$ cat src/sv/brfc_pkg.sv
// Shared constants, types and helpers of the binary region feature counter.
`timescale 1ns / 1ps
package brfc_pkg;

  localparam int MAX_WIDTH  = 256;
  localparam int MAX_HEIGHT = 128;

  localparam int COL_W   = $clog2(MAX_WIDTH);
  localparam int ROW_W   = $clog2(MAX_HEIGHT);
  localparam int CFG_W   = 9;
  localparam int CNT_W   = 16;
  localparam int CSUM_W  = 23;
  localparam int RSUM_W  = 22;
  localparam int EACC_W  = 19;
  localparam int EUL_W   = 16;

  localparam logic [CFG_W-1:0] WIDTH_RESET = CFG_W'(MAX_WIDTH);

  typedef struct packed {
    logic             beat;
    logic             clear;
    logic [COL_W-1:0] wr_col;
    logic             wr_bit;
    logic [COL_W-1:0] rd_col;
  } lb_req_t;

  typedef struct packed {
    logic        [CNT_W-1:0]  area;
    logic        [CSUM_W-1:0] column_sum;
    logic        [RSUM_W-1:0] row_sum;
    logic        [CNT_W-1:0]  perimeter;
    logic        [CNT_W-1:0]  quad_one;
    logic        [CNT_W-1:0]  quad_three;
    logic        [CNT_W-1:0]  quad_diagonal;
    logic signed [EACC_W-1:0] euler_raw;
  } res_t;

endpackage

$ cat src/sv/brfc_if.sv
// Handshake interfaces for the pixel, configuration and result channels.
`timescale 1ns / 1ps
interface brfc_pix_if import brfc_pkg::*; ();
  logic valid;
  logic ready;
  logic pixel;
  logic last_pixel;
  modport source (output valid, output pixel, output last_pixel, input ready);
  modport sink (input valid, input pixel, input last_pixel, output ready);
endinterface

interface brfc_cfg_if import brfc_pkg::*; ();
  logic             valid;
  logic             ready;
  logic [CFG_W-1:0] window_width;
  modport source (output valid, output window_width, input ready);
  modport sink (input valid, input window_width, output ready);
endinterface

interface brfc_res_if import brfc_pkg::*; ();
  logic                     valid;
  logic                     ready;
  logic        [CNT_W-1:0]  area;
  logic        [CSUM_W-1:0] column_sum;
  logic        [RSUM_W-1:0] row_sum;
  logic        [CNT_W-1:0]  perimeter;
  logic        [CNT_W-1:0]  quad_one;
  logic        [CNT_W-1:0]  quad_three;
  logic        [CNT_W-1:0]  quad_diagonal;
  logic signed [EUL_W-1:0]  euler_number;
  modport source (output valid, output area, output column_sum, output row_sum,
                  output perimeter, output quad_one, output quad_three,
                  output quad_diagonal, output euler_number, input ready);
  modport sink (input valid, input area, input column_sum, input row_sum,
                input perimeter, input quad_one, input quad_three,
                input quad_diagonal, input euler_number, output ready);
endinterface

$ cat src/sv/brfc_line_buf.sv
// Row-above line buffer: synchronous bit memory with per-entry valid flags and pre-read.
`timescale 1ns / 1ps
module brfc_line_buf import brfc_pkg::*; (
  input  logic    clk_i,
  input  logic    rst_ni,
  input  lb_req_t req_i,
  output logic    up_o
);

  logic                 mem [MAX_WIDTH];
  logic                 rdat_q;
  logic [MAX_WIDTH-1:0] vld_q;
  logic                 rvld_q;
  logic                 byp_q;
  logic                 bypv_q;

  always_ff @(posedge clk_i) begin
    if (req_i.beat) begin
      mem[req_i.wr_col] <= req_i.wr_bit;
      rdat_q            <= mem[req_i.rd_col];
    end
  end

  always_ff @(posedge clk_i or negedge rst_ni) begin
    if (!rst_ni) begin
      vld_q  <= '0;
      rvld_q <= 1'b0;
      byp_q  <= 1'b0;
      bypv_q <= 1'b0;
    end else if (req_i.beat) begin
      if (req_i.clear) begin
        vld_q  <= '0;
        rvld_q <= 1'b0;
        byp_q  <= 1'b0;
      end else begin
        vld_q[req_i.wr_col] <= 1'b1;
        rvld_q              <= vld_q[req_i.rd_col];
        byp_q               <= (req_i.rd_col == req_i.wr_col);
        bypv_q              <= req_i.wr_bit;
      end
    end
  end

  // single-column rows read back the bit written on the same beat
  assign up_o = byp_q ? bypv_q : (rvld_q & rdat_q);

endmodule

$ cat src/sv/brfc_accum.sv
// Per-pixel quad classification, position tracking and saturating feature counters.
`timescale 1ns / 1ps
module brfc_accum import brfc_pkg::*; (
  input  logic             clk_i,
  input  logic             rst_ni,
  input  logic             beat_i,
  input  logic             pixel_i,
  input  logic             last_i,
  input  logic [CFG_W-1:0] width_i,
  input  logic             up_i,
  output lb_req_t          lb_req_o,
  output res_t             res_o
);

  localparam logic [CNT_W-1:0]  CNT_MAX  = '1;
  localparam logic [CSUM_W-1:0] CSUM_MAX = '1;
  localparam logic [RSUM_W-1:0] RSUM_MAX = '1;
  localparam logic [ROW_W-1:0]  ROW_LAST = ROW_W'(MAX_HEIGHT - 1);

  logic [COL_W-1:0] col_q, col_d;
  logic [ROW_W-1:0] row_q, row_d;
  logic             left_q, ul_q;
  res_t             cnt_q, cnt_d;

  logic [CFG_W-1:0]   eff_w;
  logic               eor;
  logic [2:0]         qsum;
  logic               q1_inc, q3_inc, qd_inc;
  logic [CSUM_W:0]    csum_x;
  logic [RSUM_W:0]    rsum_x;
  logic [CNT_W:0]     edge_x;
  logic [1:0]         edge_inc;
  logic signed [EACC_W-1:0] e_delta;

  always_comb begin
    eff_w = (width_i == '0 || width_i > WIDTH_RESET) ? WIDTH_RESET : width_i;
    eor   = (CFG_W'(col_q) + CFG_W'(1)) >= eff_w;
    col_d = eor ? '0 : col_q + COL_W'(1);
    row_d = (eor && row_q != ROW_LAST) ? row_q + ROW_W'(1) : row_q;

    qsum   = 3'(pixel_i) + 3'(up_i) + 3'(ul_q) + 3'(left_q);
    q1_inc = (qsum == 3'd1) && (cnt_q.quad_one != CNT_MAX);
    q3_inc = (qsum == 3'd3) && (cnt_q.quad_three != CNT_MAX);
    qd_inc = (qsum == 3'd2) && ((pixel_i && ul_q) || (up_i && left_q))
             && (cnt_q.quad_diagonal != CNT_MAX);

    priority if (q1_inc) e_delta = EACC_W'(1);
    else if (q3_inc)     e_delta = -EACC_W'(1);
    else if (qd_inc)     e_delta = -EACC_W'(2);
    else                 e_delta = '0;

    csum_x   = {1'b0, cnt_q.column_sum} + (CSUM_W + 1)'(col_q);
    rsum_x   = {1'b0, cnt_q.row_sum} + (RSUM_W + 1)'(row_q);
    edge_inc = 2'(pixel_i ^ left_q) + 2'(pixel_i ^ up_i);
    edge_x   = {1'b0, cnt_q.perimeter} + (CNT_W + 1)'(edge_inc);

    cnt_d = cnt_q;
    if (q1_inc) cnt_d.quad_one      = cnt_q.quad_one + CNT_W'(1);
    if (q3_inc) cnt_d.quad_three    = cnt_q.quad_three + CNT_W'(1);
    if (qd_inc) cnt_d.quad_diagonal = cnt_q.quad_diagonal + CNT_W'(1);
    cnt_d.euler_raw = cnt_q.euler_raw + e_delta;
    if (pixel_i) begin
      if (cnt_q.area != CNT_MAX) cnt_d.area = cnt_q.area + CNT_W'(1);
      cnt_d.column_sum = csum_x[CSUM_W] ? CSUM_MAX : csum_x[CSUM_W-1:0];
      cnt_d.row_sum    = rsum_x[RSUM_W] ? RSUM_MAX : rsum_x[RSUM_W-1:0];
    end
    cnt_d.perimeter = edge_x[CNT_W] ? CNT_MAX : edge_x[CNT_W-1:0];
  end

  always_ff @(posedge clk_i or negedge rst_ni) begin
    if (!rst_ni) begin
      col_q  <= '0;
      row_q  <= '0;
      left_q <= 1'b0;
      ul_q   <= 1'b0;
      cnt_q  <= '0;
    end else if (beat_i) begin
      if (last_i) begin
        col_q  <= '0;
        row_q  <= '0;
        left_q <= 1'b0;
        ul_q   <= 1'b0;
        cnt_q  <= '0;
      end else begin
        col_q  <= col_d;
        row_q  <= row_d;
        left_q <= eor ? 1'b0 : pixel_i;
        ul_q   <= eor ? 1'b0 : up_i;
        cnt_q  <= cnt_d;
      end
    end
  end

  always_comb begin
    lb_req_o.beat   = beat_i;
    lb_req_o.clear  = last_i;
    lb_req_o.wr_col = col_q;
    lb_req_o.wr_bit = pixel_i;
    lb_req_o.rd_col = col_d;
  end

  assign res_o = cnt_d;

endmodule

$ cat src/sv/brfc_out_q.sv
// Two-entry result queue: output register plus skid slot.
`timescale 1ns / 1ps
module brfc_out_q import brfc_pkg::*; (
  input  logic clk_i,
  input  logic rst_ni,
  input  logic push_i,
  input  res_t data_i,
  output logic full_o,
  output logic vld_o,
  input  logic rdy_i,
  output res_t data_o
);

  logic s0v_q, s1v_q;
  res_t s0_q, s1_q;
  logic pop;

  assign pop = s0v_q && rdy_i;

  always_ff @(posedge clk_i or negedge rst_ni) begin
    if (!rst_ni) begin
      s0v_q <= 1'b0;
      s1v_q <= 1'b0;
    end else if (pop) begin
      if (!s1v_q) s0v_q <= push_i;
      else        s1v_q <= push_i;
    end else if (push_i) begin
      if (!s0v_q) s0v_q <= 1'b1;
      else        s1v_q <= 1'b1;
    end
  end

  always_ff @(posedge clk_i) begin
    if (pop) begin
      if (s1v_q) begin
        s0_q <= s1_q;
        if (push_i) s1_q <= data_i;
      end else if (push_i) begin
        s0_q <= data_i;
      end
    end else if (push_i) begin
      if (!s0v_q) s0_q <= data_i;
      else        s1_q <= data_i;
    end
  end

  assign full_o = s1v_q;
  assign vld_o  = s0v_q;
  assign data_o = s0_q;

endmodule

$ cat src/sv/binary_region_feature_counter.sv
// Binary region feature counter top level: 2x2 bit-quad counts and Euler number per window.
// Usage:
//   pix_i carries one binary pixel per beat in raster order over a window that has a
//   one-pixel background border; last_pixel marks the final pixel of the window.
//   cfg_i writes window_width (padded columns per row); it is always ready and is
//   meant to be written between windows. Reset value is 256.
//   res_o carries one result beat per window: area, coordinate sums, perimeter,
//   the three quad counts and the 8-connected Euler number.
// Throughput: one pixel per cycle while pix_i.ready is high. The row above each pixel comes from a
//   synchronous line memory that is read ahead, at the next column, on each beat.
// Result: each window's result enters the output queue on the beat carrying last_pixel.
// Reset: all counters, position and line-buffer valid flags clear at once; there is
//   no clearing pass, so pixels are accepted as soon as reset is released. The same
//   clear happens after every last pixel.
// Stall: results queue in two entries; pix_i.ready drops only while both are held.
`timescale 1ns / 1ps
module binary_region_feature_counter import brfc_pkg::*; (
  input  logic           clk_i,
  input  logic           rst_ni,
  brfc_pix_if.sink       pix_i,
  brfc_cfg_if.sink       cfg_i,
  brfc_res_if.source     res_o
);

  logic [CFG_W-1:0] width_q;
  logic             beat;
  logic             full;
  logic             up;
  lb_req_t          lb_req;
  res_t             res_new;
  res_t             res_head;

  logic signed [EACC_W-1:0] e_adj;
  logic signed [EACC_W-1:0] e_quo;

  localparam logic signed [EACC_W-1:0] EUL_MIN = EACC_W'(-(2 ** (EUL_W - 1)));

  assign cfg_i.ready = 1'b1;

  always_ff @(posedge clk_i or negedge rst_ni) begin
    if (!rst_ni) begin
      width_q <= WIDTH_RESET;
    end else if (cfg_i.valid) begin
      width_q <= cfg_i.window_width;
    end
  end

  assign pix_i.ready = !full;
  assign beat        = pix_i.valid && !full;

  brfc_line_buf u_line_buf (
    .clk_i  (clk_i),
    .rst_ni (rst_ni),
    .req_i  (lb_req),
    .up_o   (up)
  );

  brfc_accum u_accum (
    .clk_i    (clk_i),
    .rst_ni   (rst_ni),
    .beat_i   (beat),
    .pixel_i  (pix_i.pixel),
    .last_i   (pix_i.last_pixel),
    .width_i  (width_q),
    .up_i     (up),
    .lb_req_o (lb_req),
    .res_o    (res_new)
  );

  brfc_out_q u_out_q (
    .clk_i  (clk_i),
    .rst_ni (rst_ni),
    .push_i (beat && pix_i.last_pixel),
    .data_i (res_new),
    .full_o (full),
    .vld_o  (res_o.valid),
    .rdy_i  (res_o.ready),
    .data_o (res_head)
  );

  // divide by four, rounding toward zero, then clamp at the low end of the signed output range
  always_comb begin
    e_adj = res_head.euler_raw[EACC_W-1] ? res_head.euler_raw + EACC_W'(3)
                                         : res_head.euler_raw;
    e_quo = e_adj >>> 2;
    res_o.euler_number = (e_quo < EUL_MIN) ? EUL_MIN[EUL_W-1:0] : e_quo[EUL_W-1:0];
  end

  assign res_o.area          = res_head.area;
  assign res_o.column_sum    = res_head.column_sum;
  assign res_o.row_sum       = res_head.row_sum;
  assign res_o.perimeter     = res_head.perimeter;
  assign res_o.quad_one      = res_head.quad_one;
  assign res_o.quad_three    = res_head.quad_three;
  assign res_o.quad_diagonal = res_head.quad_diagonal;

endmodule

$ cat src/flat_wrapper.sv
// flat-port wrapper written by rule: the top's interface ports become plain ports
module binary_region_feature_counter_flat import brfc_pkg::*;
  (clk_i, rst_ni, pix_i_valid, pix_i_pixel, pix_i_last_pixel, pix_i_ready, cfg_i_valid, cfg_i_window_width, cfg_i_ready, res_o_valid, res_o_area, res_o_column_sum, res_o_row_sum, res_o_perimeter, res_o_quad_one, res_o_quad_three, res_o_quad_diagonal, res_o_euler_number, res_o_ready);
  brfc_pix_if pix_i_i ();
  brfc_cfg_if cfg_i_i ();
  brfc_res_if res_o_i ();
  input  logic clk_i;
  input  logic rst_ni;
  input wire logic [$bits(pix_i_i.valid)-1:0] pix_i_valid;
  input wire logic [$bits(pix_i_i.pixel)-1:0] pix_i_pixel;
  input wire logic [$bits(pix_i_i.last_pixel)-1:0] pix_i_last_pixel;
  output wire logic [$bits(pix_i_i.ready)-1:0] pix_i_ready;
  input wire logic [$bits(cfg_i_i.valid)-1:0] cfg_i_valid;
  input wire logic [$bits(cfg_i_i.window_width)-1:0] cfg_i_window_width;
  output wire logic [$bits(cfg_i_i.ready)-1:0] cfg_i_ready;
  output wire logic [$bits(res_o_i.valid)-1:0] res_o_valid;
  output wire logic [$bits(res_o_i.area)-1:0] res_o_area;
  output wire logic [$bits(res_o_i.column_sum)-1:0] res_o_column_sum;
  output wire logic [$bits(res_o_i.row_sum)-1:0] res_o_row_sum;
  output wire logic [$bits(res_o_i.perimeter)-1:0] res_o_perimeter;
  output wire logic [$bits(res_o_i.quad_one)-1:0] res_o_quad_one;
  output wire logic [$bits(res_o_i.quad_three)-1:0] res_o_quad_three;
  output wire logic [$bits(res_o_i.quad_diagonal)-1:0] res_o_quad_diagonal;
  output wire logic [$bits(res_o_i.euler_number)-1:0] res_o_euler_number;
  input wire logic [$bits(res_o_i.ready)-1:0] res_o_ready;
  assign pix_i_i.valid = pix_i_valid;
  assign pix_i_i.pixel = pix_i_pixel;
  assign pix_i_i.last_pixel = pix_i_last_pixel;
  assign pix_i_ready = pix_i_i.ready;
  assign cfg_i_i.valid = cfg_i_valid;
  assign cfg_i_i.window_width = cfg_i_window_width;
  assign cfg_i_ready = cfg_i_i.ready;
  assign res_o_valid = res_o_i.valid;
  assign res_o_area = res_o_i.area;
  assign res_o_column_sum = res_o_i.column_sum;
  assign res_o_row_sum = res_o_i.row_sum;
  assign res_o_perimeter = res_o_i.perimeter;
  assign res_o_quad_one = res_o_i.quad_one;
  assign res_o_quad_three = res_o_i.quad_three;
  assign res_o_quad_diagonal = res_o_i.quad_diagonal;
  assign res_o_euler_number = res_o_i.euler_number;
  assign res_o_i.ready = res_o_ready;
  binary_region_feature_counter u_core (.clk_i(clk_i), .rst_ni(rst_ni), .pix_i(pix_i_i), .cfg_i(cfg_i_i), .res_o(res_o_i));
endmodule
$ cat config.mk
export PLATFORM = sky130hd
export DESIGN_NAME = binary_region_feature_counter_flat
export DESIGN_NICKNAME = d
export VERILOG_FILES = /design/src/sv/brfc_pkg.sv /design/src/sv/brfc_if.sv /design/src/sv/brfc_line_buf.sv /design/src/sv/brfc_accum.sv /design/src/sv/brfc_out_q.sv /design/src/sv/binary_region_feature_counter.sv /design/src/flat_wrapper.sv
export SDC_FILE = /design/constraint.sdc
export NUM_CORES = 2
export LEC_CHECK = 0
export BUFFER_PORTS_ARGS = -buffer_cell sky130_fd_sc_hd__buf_4
export CORE_ASPECT_RATIO = 0.9
export CORE_MARGIN = 1.5
export CORE_UTILIZATION = 65
export CTS_CLUSTER_SIZE = 24
export DETAILED_ROUTE_END_ITERATION = 6
export GPL_ROUTABILITY_DRIVEN = 0
export PLACE_DENSITY = 0.94
export SLEW_MARGIN = 30
export SYNTH_ARGS = -nofsm -noshare
export SYNTH_HDL_FRONTEND = slang
export SYNTH_SLANG_ARGS = --single-unit
export TNS_END_PERCENT = 30
$ cat constraint.sdc
create_clock -name clk_i -period 15 [get_ports clk_i]
set_input_delay 3 -clock clk_i [delete_from_list [all_inputs] [get_ports clk_i]]
set_output_delay 3 -clock clk_i [all_outputs]
set_load 0.05 [all_outputs]
# Word-level counts from Yosys, hierarchy flattened
# Memories as Yosys holds them, arrays and structs flattened. A register that Yosys moved wholly into a read port is not among the register bits.
# Cells that the tools add are included.
# classes
addsub	16
mul	0
n_div	0
order_cmp	6
n_eq_ne	13
shift	0
n_mux	49
bitwise_logic	5
n_reduce_logical	25
# op_table
operator	n
two-way mux 144 bit	10
two-way mux 256 bit	1
bitwise OR 256 bit	1
two-way mux 16 bit	6
two-way mux 19 bit	4
adder 16 x 1 -> 16 bit, second input constant	4
!= test 16 bit, second input constant	4
two-way mux 61 bit	1
adder 23 x 8 -> 24 bit	1
adder 22 x 7 -> 23 bit	1
two-way mux 23 bit	1
two-way mux 22 bit	1
adder 19 bit	1
adder 19 x 3 -> 19 bit, second input constant	1
less-than comparator 8 x 9 -> 1 bit, second input constant	2
two-way mux 1 bit	18
adder 16 x 2 -> 17 bit	1
less-than comparator 17 x 16 -> 1 bit, second input constant	1
two-way mux 8 bit	2
two-way mux 7 bit	2
logical AND 1 bit	11
adder 8 x 1 -> 9 bit, second input constant	1
greater-or-equal comparator 9 bit	1
greater-than comparator 9 bit, second input constant	1
25 further kinds	37
# totals
regBits	719
latchBits	0
ramBits	256
rom_bits	0
out_inout_bits	144
n_memories	1
# memory_table
memory	words	word_bits	read_ports	rd_clocked_by_memory_dff	wr	line	source
u_core.u_line_buf.mem	256	1	1	1	1	brfc_line_buf.sv:10	logic mem [MAX_WIDTH];

# Logic depth before layout (Yosys ltp)
# logic_depth
word_depth	15
depth_mapped	24

# Modules after synthesis
# From an unflattened synthesis, not the netlist that was laid out.
# unflattened
cells_unflattened	3482
hier_area_um2	45214.6
# modules_own_cells
module	instances	cells_per_inst	area_per_inst_um2	seq_area_each_um2
brfc_line_buf	1	1499	21876.0	14198.6
brfc_accum	1	1429	11828.8	4028.9
brfc_out_q	1	459	10727.8	8698.3
binary_region_feature_counter	1	95	782.0	226.5

# Worst setup path before layout
# No wires, ideal clock.
# synth_timing
path_kind	input-to-reg
startpoint	input port pix_i_valid
endpoint	register u_core.u_out_q.s0_q, in the netlist u_core.u_out_q.data_o[0], enable pin
setup_ns	0.696
arrival_ns	11.051
setup_slack_ns	3.254
path_stages	7
n_path_buf	2
path_cell_list	nand2_1 inv_1 clkbuf_1 and2_1 clkbuf_1 a21oi_1 a21oi_1
# synth_via
elab_chain_cells	4
elab_cells_between_ends	5
# synth_lines
item	line	source
start: declaration	flat_wrapper.sv:9	input wire logic [$bits(pix_i_i.valid)-1:0] pix_i_valid;
logical AND 1 bit (*)	binary_region_feature_counter.sv:49	assign beat = pix_i.valid && !full;
logical AND 1 bit (*)	binary_region_feature_counter.sv:73	.push_i (beat && pix_i.last_pixel),
nonzero test 2 bit (no line)	--	
AND reduction 3 bit (no line) (*)	--	
end signal: assignment	brfc_out_q.sv:36	s0_q <= s1_q;
end signal: assignment	brfc_out_q.sv:39	s0_q <= data_i;
end signal: assignment	brfc_out_q.sv:42	if (!s0v_q) s0_q <= data_i;
end: declaration	brfc_out_q.sv:15	res_t s0_q, s1_q;
# Mark *: on every way between the ends. The rest lies on a longest branch, timed or not.
# A chain may end at the register's enable or synchronous reset.

# Worst setup path in the final report
# layout_timing
startpoint	input port pix_i_pixel
endpoint	register u_core.u_out_q.s0_q, in the netlist u_core.u_out_q.data_o[18], data pin
# layout_via
elab_chain_cells	13
elab_cells_between_ends	21
# layout_lines
item	line	source
start: declaration	flat_wrapper.sv:10	input wire logic [$bits(pix_i_i.pixel)-1:0] pix_i_pixel;
adder 1 x 1 -> 2 bit	brfc_accum.sv:41	qsum = 3'(pixel_i) + 3'(up_i) + 3'(ul_q) + 3'(left_q);
adder 2 x 1 -> 3 bit	brfc_accum.sv:41	
adder 3 x 1 -> 3 bit	brfc_accum.sv:41	
== test 3 x 2 -> 1 bit	brfc_accum.sv:44	qd_inc = (qsum == 3'd2) && ((pixel_i && ul_q) || (up_i && left_q))
logical AND 1 bit	brfc_accum.sv:44	
logical AND 1 bit	brfc_accum.sv:45	&& (cnt_q.quad_diagonal != CNT_MAX);
two-way mux 19 bit	brfc_accum.sv:49	else if (qd_inc) e_delta = -EACC_W'(2);
two-way mux 19 bit	brfc_accum.sv:48	else if (q3_inc) e_delta = -EACC_W'(1);
two-way mux 19 bit (*)	brfc_accum.sv:47	priority if (q1_inc) e_delta = EACC_W'(1);
adder 19 bit (*)	brfc_accum.sv:61	cnt_d.euler_raw = cnt_q.euler_raw + e_delta;
two-way mux 144 bit (on tied branches)	brfc_out_q.sv:42, brfc_out_q.sv:38	
two-way mux 144 bit (on tied branches)	brfc_out_q.sv:41, brfc_out_q.sv:35	
two-way mux 144 bit (*)	brfc_out_q.sv:34	if (pop) begin
# Mark *: on every way between the ends. The rest lies on a longest branch, timed or not. The select of a mux whose other input is x is not followed.

==> results.yml <==
critical_path:
  required_ps: 15420
  worstPathMaxFanout: 67
  cp_slowest_cell: "a2111oi_0"
  crit_type: "primary input to register"
  critPathLaunchType: "primary input"
  cp.arrival_ps: 9880
  crit_chain: "buf_6 > clkinv_1 > fa_1 > inv_1 > ha_1 > ha_1 > or4b_1 > or2_2 > inv_1 > nor2_1 > inv_1 > ha_1 > nor2b_1 > o21a_1 > o21ai_0 > a211o_1 > nand3_1 > a2111oi_0 > o41a_1 > o21bai_1 > xnor2_1 > o21ai_0"
  critPathCaptureType: "register"
  path_delay_family: "compound AO/OA/AOI/OAI gates"
  worst-path-buf-inv: 5
  critPathMaxStageDelay_ps: 760
timing:
  setup_violations: 0
  hold_viol_final: 0
  slew_headroom_pct: 25.2
  worst_pin_slew_ps: 1120
  drv_slew: 0
  setup_tns_ps: 0
  clock-skew-final_ps: 45.2
  period_minus_slack_ps: 9460
  timing.final.crit_share_pct: 63.1
  rsz0062_at_grt: "false"
  fmax_mhz: 106
finish:
  nNetsFinal: 4057
  final_common_cell: "nor2_1"
  n_fill_cell: 4063
  area_growth_pct: 8.93
  finalCoreUtilization_pct: 72.0
  drive_gt1_share_pct: 12.6
  mostFrequentLayoutCells: "566 x nor2_1, 545 x edfxtp_1, 429 x dfrtp_1"
clock_tree:
  clk_pin_slew_ps: 60
  htreeDepth: 3
  cts_resized: 0
  clockBufferDepth: 3
  numClockSinks: 976
  cts_setup_buffers: 0
  insertion_delay_ps: 710
  holdBufCountCts: 0
  cts-root-buf: "clkbuf_16"
  numCtsBuffers: 93
  cts_tree: "done"
logic_synthesis:
  synth_seq_cells: 976
  synthArstFlopShare_pct: 44.2
  ys_seq_area_share_pct: 59.6
  syn_area_per_cell_sq_um: 11.3
  synth-xor-area-share_pct: 2.48
  synth_mux_area_share_pct: 3.53
  synthSimpleGateAreaFrac_pct: 12.2
  synth_compound_area_share_pct: 15.0
  yosysUniqueCellTypes: 97
  ys.flop_type: "edfxtp_1"
  synth_nets: 4118
  netlist_instances: 4041
  synth_top_family_by_area: "compound AO/OA/AOI/OAI gates"
  synth_edf_count: 545
  synthAdderAreaFrac_pct: 1.76
  synthesis.area_sq_um: 45600
  yosysWarnings: 0
route:
  met3WireLength_mm: 17.8
  routed_wl_mm: 127
  first_pass_iters: 7
  met1_length_mm: 42.8
  first_iter_violations: 6213
  wl_met2_mm: 57.8
  drtAntennaViolNets: 0
  wl_per_cell_um: 25.5
  drc: 106
  top_layer_used: "met5"
  avgViaCountPerCell: 6.99
  dr_total_vias: 34900
worst_hold_path:
  min_path_type: "register to register"
die:
  dieArea_sq_um: 71700
  core_sq_um: 68900
  die_height_um: 254
  die_width_um: 282
  ios: 160
  fp-row-count: 91
  initial_core_util_pct: 66.1
grt:
  track_usage_pct: 35.3
  grt-ovfl-total: 0
  antenna_found_initial: 5
  grt_pass1_vias: 34400
  grt_max_degree: 120
  grt_pass1_wl_mm: 194
status:
  status: "finished with violations"
  violations: "design-rule violations"
placement:
  dpl.hpwl_mm: 72.9
  portBuffers: 158
pwr:
  peakVddDrop_uv: 137
  finalPower_mw: 8.68
  p_leak_nw: 19.9
  power.density_nw_per_um2: 175
flow_run:
  maxCapViolations: 0
sequential cells by signal (all words and copies together), names as in the netlist, 7 cells and up:
| register | flops |
|---|---|
| u_core.u_out_q.s1_q | 144 |
| u_core.width_q | 9 |
| u_core.u_out_q.data_o | 144 |
| u_core.u_line_buf.vld_q | 256 |
| u_core.u_accum.col_q | 8 |
| u_core.u_line_buf.mem | 256 |
| u_core.u_accum.cnt_q | 144 |
| u_core.u_accum.row_q | 7 |
cell type report:
class	instances	area (sq um)	share of cell area, %
Multi-Input combinational cell	2591	16100	32.4
Clock buffer	126	2590	5.22
Inverter	105	395	0.797
Antenna cell	2	5.00	0.0101
Tap cell	930	1160	2.34
Timing Repair Buffer	213	1700	3.42
Clock inverter	50	559	1.13
Sequential cell	976	27200	54.7
worst paths after layout:
| path | startpoint | endpoint | slack [ps] | cells after the start |
|---|---|---|---|---|
| max | pix_i_pixel | u_core.u_out_q.data_o[18] | 5540 | 22 |
| min | u_core.u_line_buf.vld_q[163] | u_core.u_line_buf.vld_q[163] | 480 | 1 |
| max reg2reg | u_core.u_line_buf.rvld_q | u_core.u_out_q.data_o[18] | 8130 | 23 |
| min reg2reg | u_core.u_line_buf.vld_q[163] | u_core.u_line_buf.vld_q[163] | 480 | 1 |
| max in group asynchronous | rst_ni | u_core.u_accum.cnt_q[96] | 10780 | 3 |
| min in group asynchronous | rst_ni | u_core.u_line_buf.vld_q[243] | 2280 | 1 |
power breakdown:
| group | total [mW] | switching, mW | internal [mW] |
|---|---|---|---|
| sequential | 3.29 | 0.156 | 3.13 |
| combinational | 2.95 | 2.09 | 0.854 |
| clock | 2.44 | 1.06 | 1.38 |
| total | 8.68 | 3.31 | 5.37 |
cell families after synthesis:
| logic type | Yosys count |
|---|---|
| compound gates | 978 |
| xor+xnor | 126 |
| fa+ha+maj | 61 |
| buf+inv | 474 |
| flops | 976 |
| mux | 137 |
| other cells | 1 |
| simple gates | 1288 |
through the flow:
step	worst slack [ps]	cell area, sq um	std cells	hold slack, ps
2_1_floorplan	3250	45600	4041	445
3_3_place_gp	5530	46300	4810	456
3_5_place_dp	5110	46400	4811	472
4_1_cts	5740	49500	4987	487
5_1_grt	5340	49600	4991	493
6_report	5540	49600	4993	485
synthesized netlist by cell type, types with 29 or more instances:
cell | count | area [sq um]
o22ai_1 | 29 | 181
xnor2_1 | 62 | 543
a22o_1 | 56 | 490
buf_4 | 148 | 1110
clkbuf_1 | 159 | 597
nand4_1 | 29 | 181
nor3_1 | 44 | 220
edfxtp_1 | 545 | 16400
mux2_2 | 58 | 653
dfrtp_1 | 430 | 10800
mux2i_1 | 66 | 661
o21a_1 | 267 | 2000
nand2_1 | 401 | 1510
and3_1 | 45 | 282
a31oi_1 | 55 | 344
nor2_1 | 568 | 2130
inv_1 | 102 | 383
a221oi_1 | 31 | 272
o21ai_0 | 184 | 921
ha_1 | 56 | 701
xor2_1 | 62 | 543
nand3_1 | 92 | 460
buf_2 | 43 | 215
a21oi_1 | 132 | 661
routing by layer:
metal  vias up  global-route usage (%)
met3       833                    11.8
met2      3107                    54.6
met5         -                   0.810
li1      14300                       -
met4        10                    21.0
met1     16600                    43.5
Power figures use the tool's default switching activity.
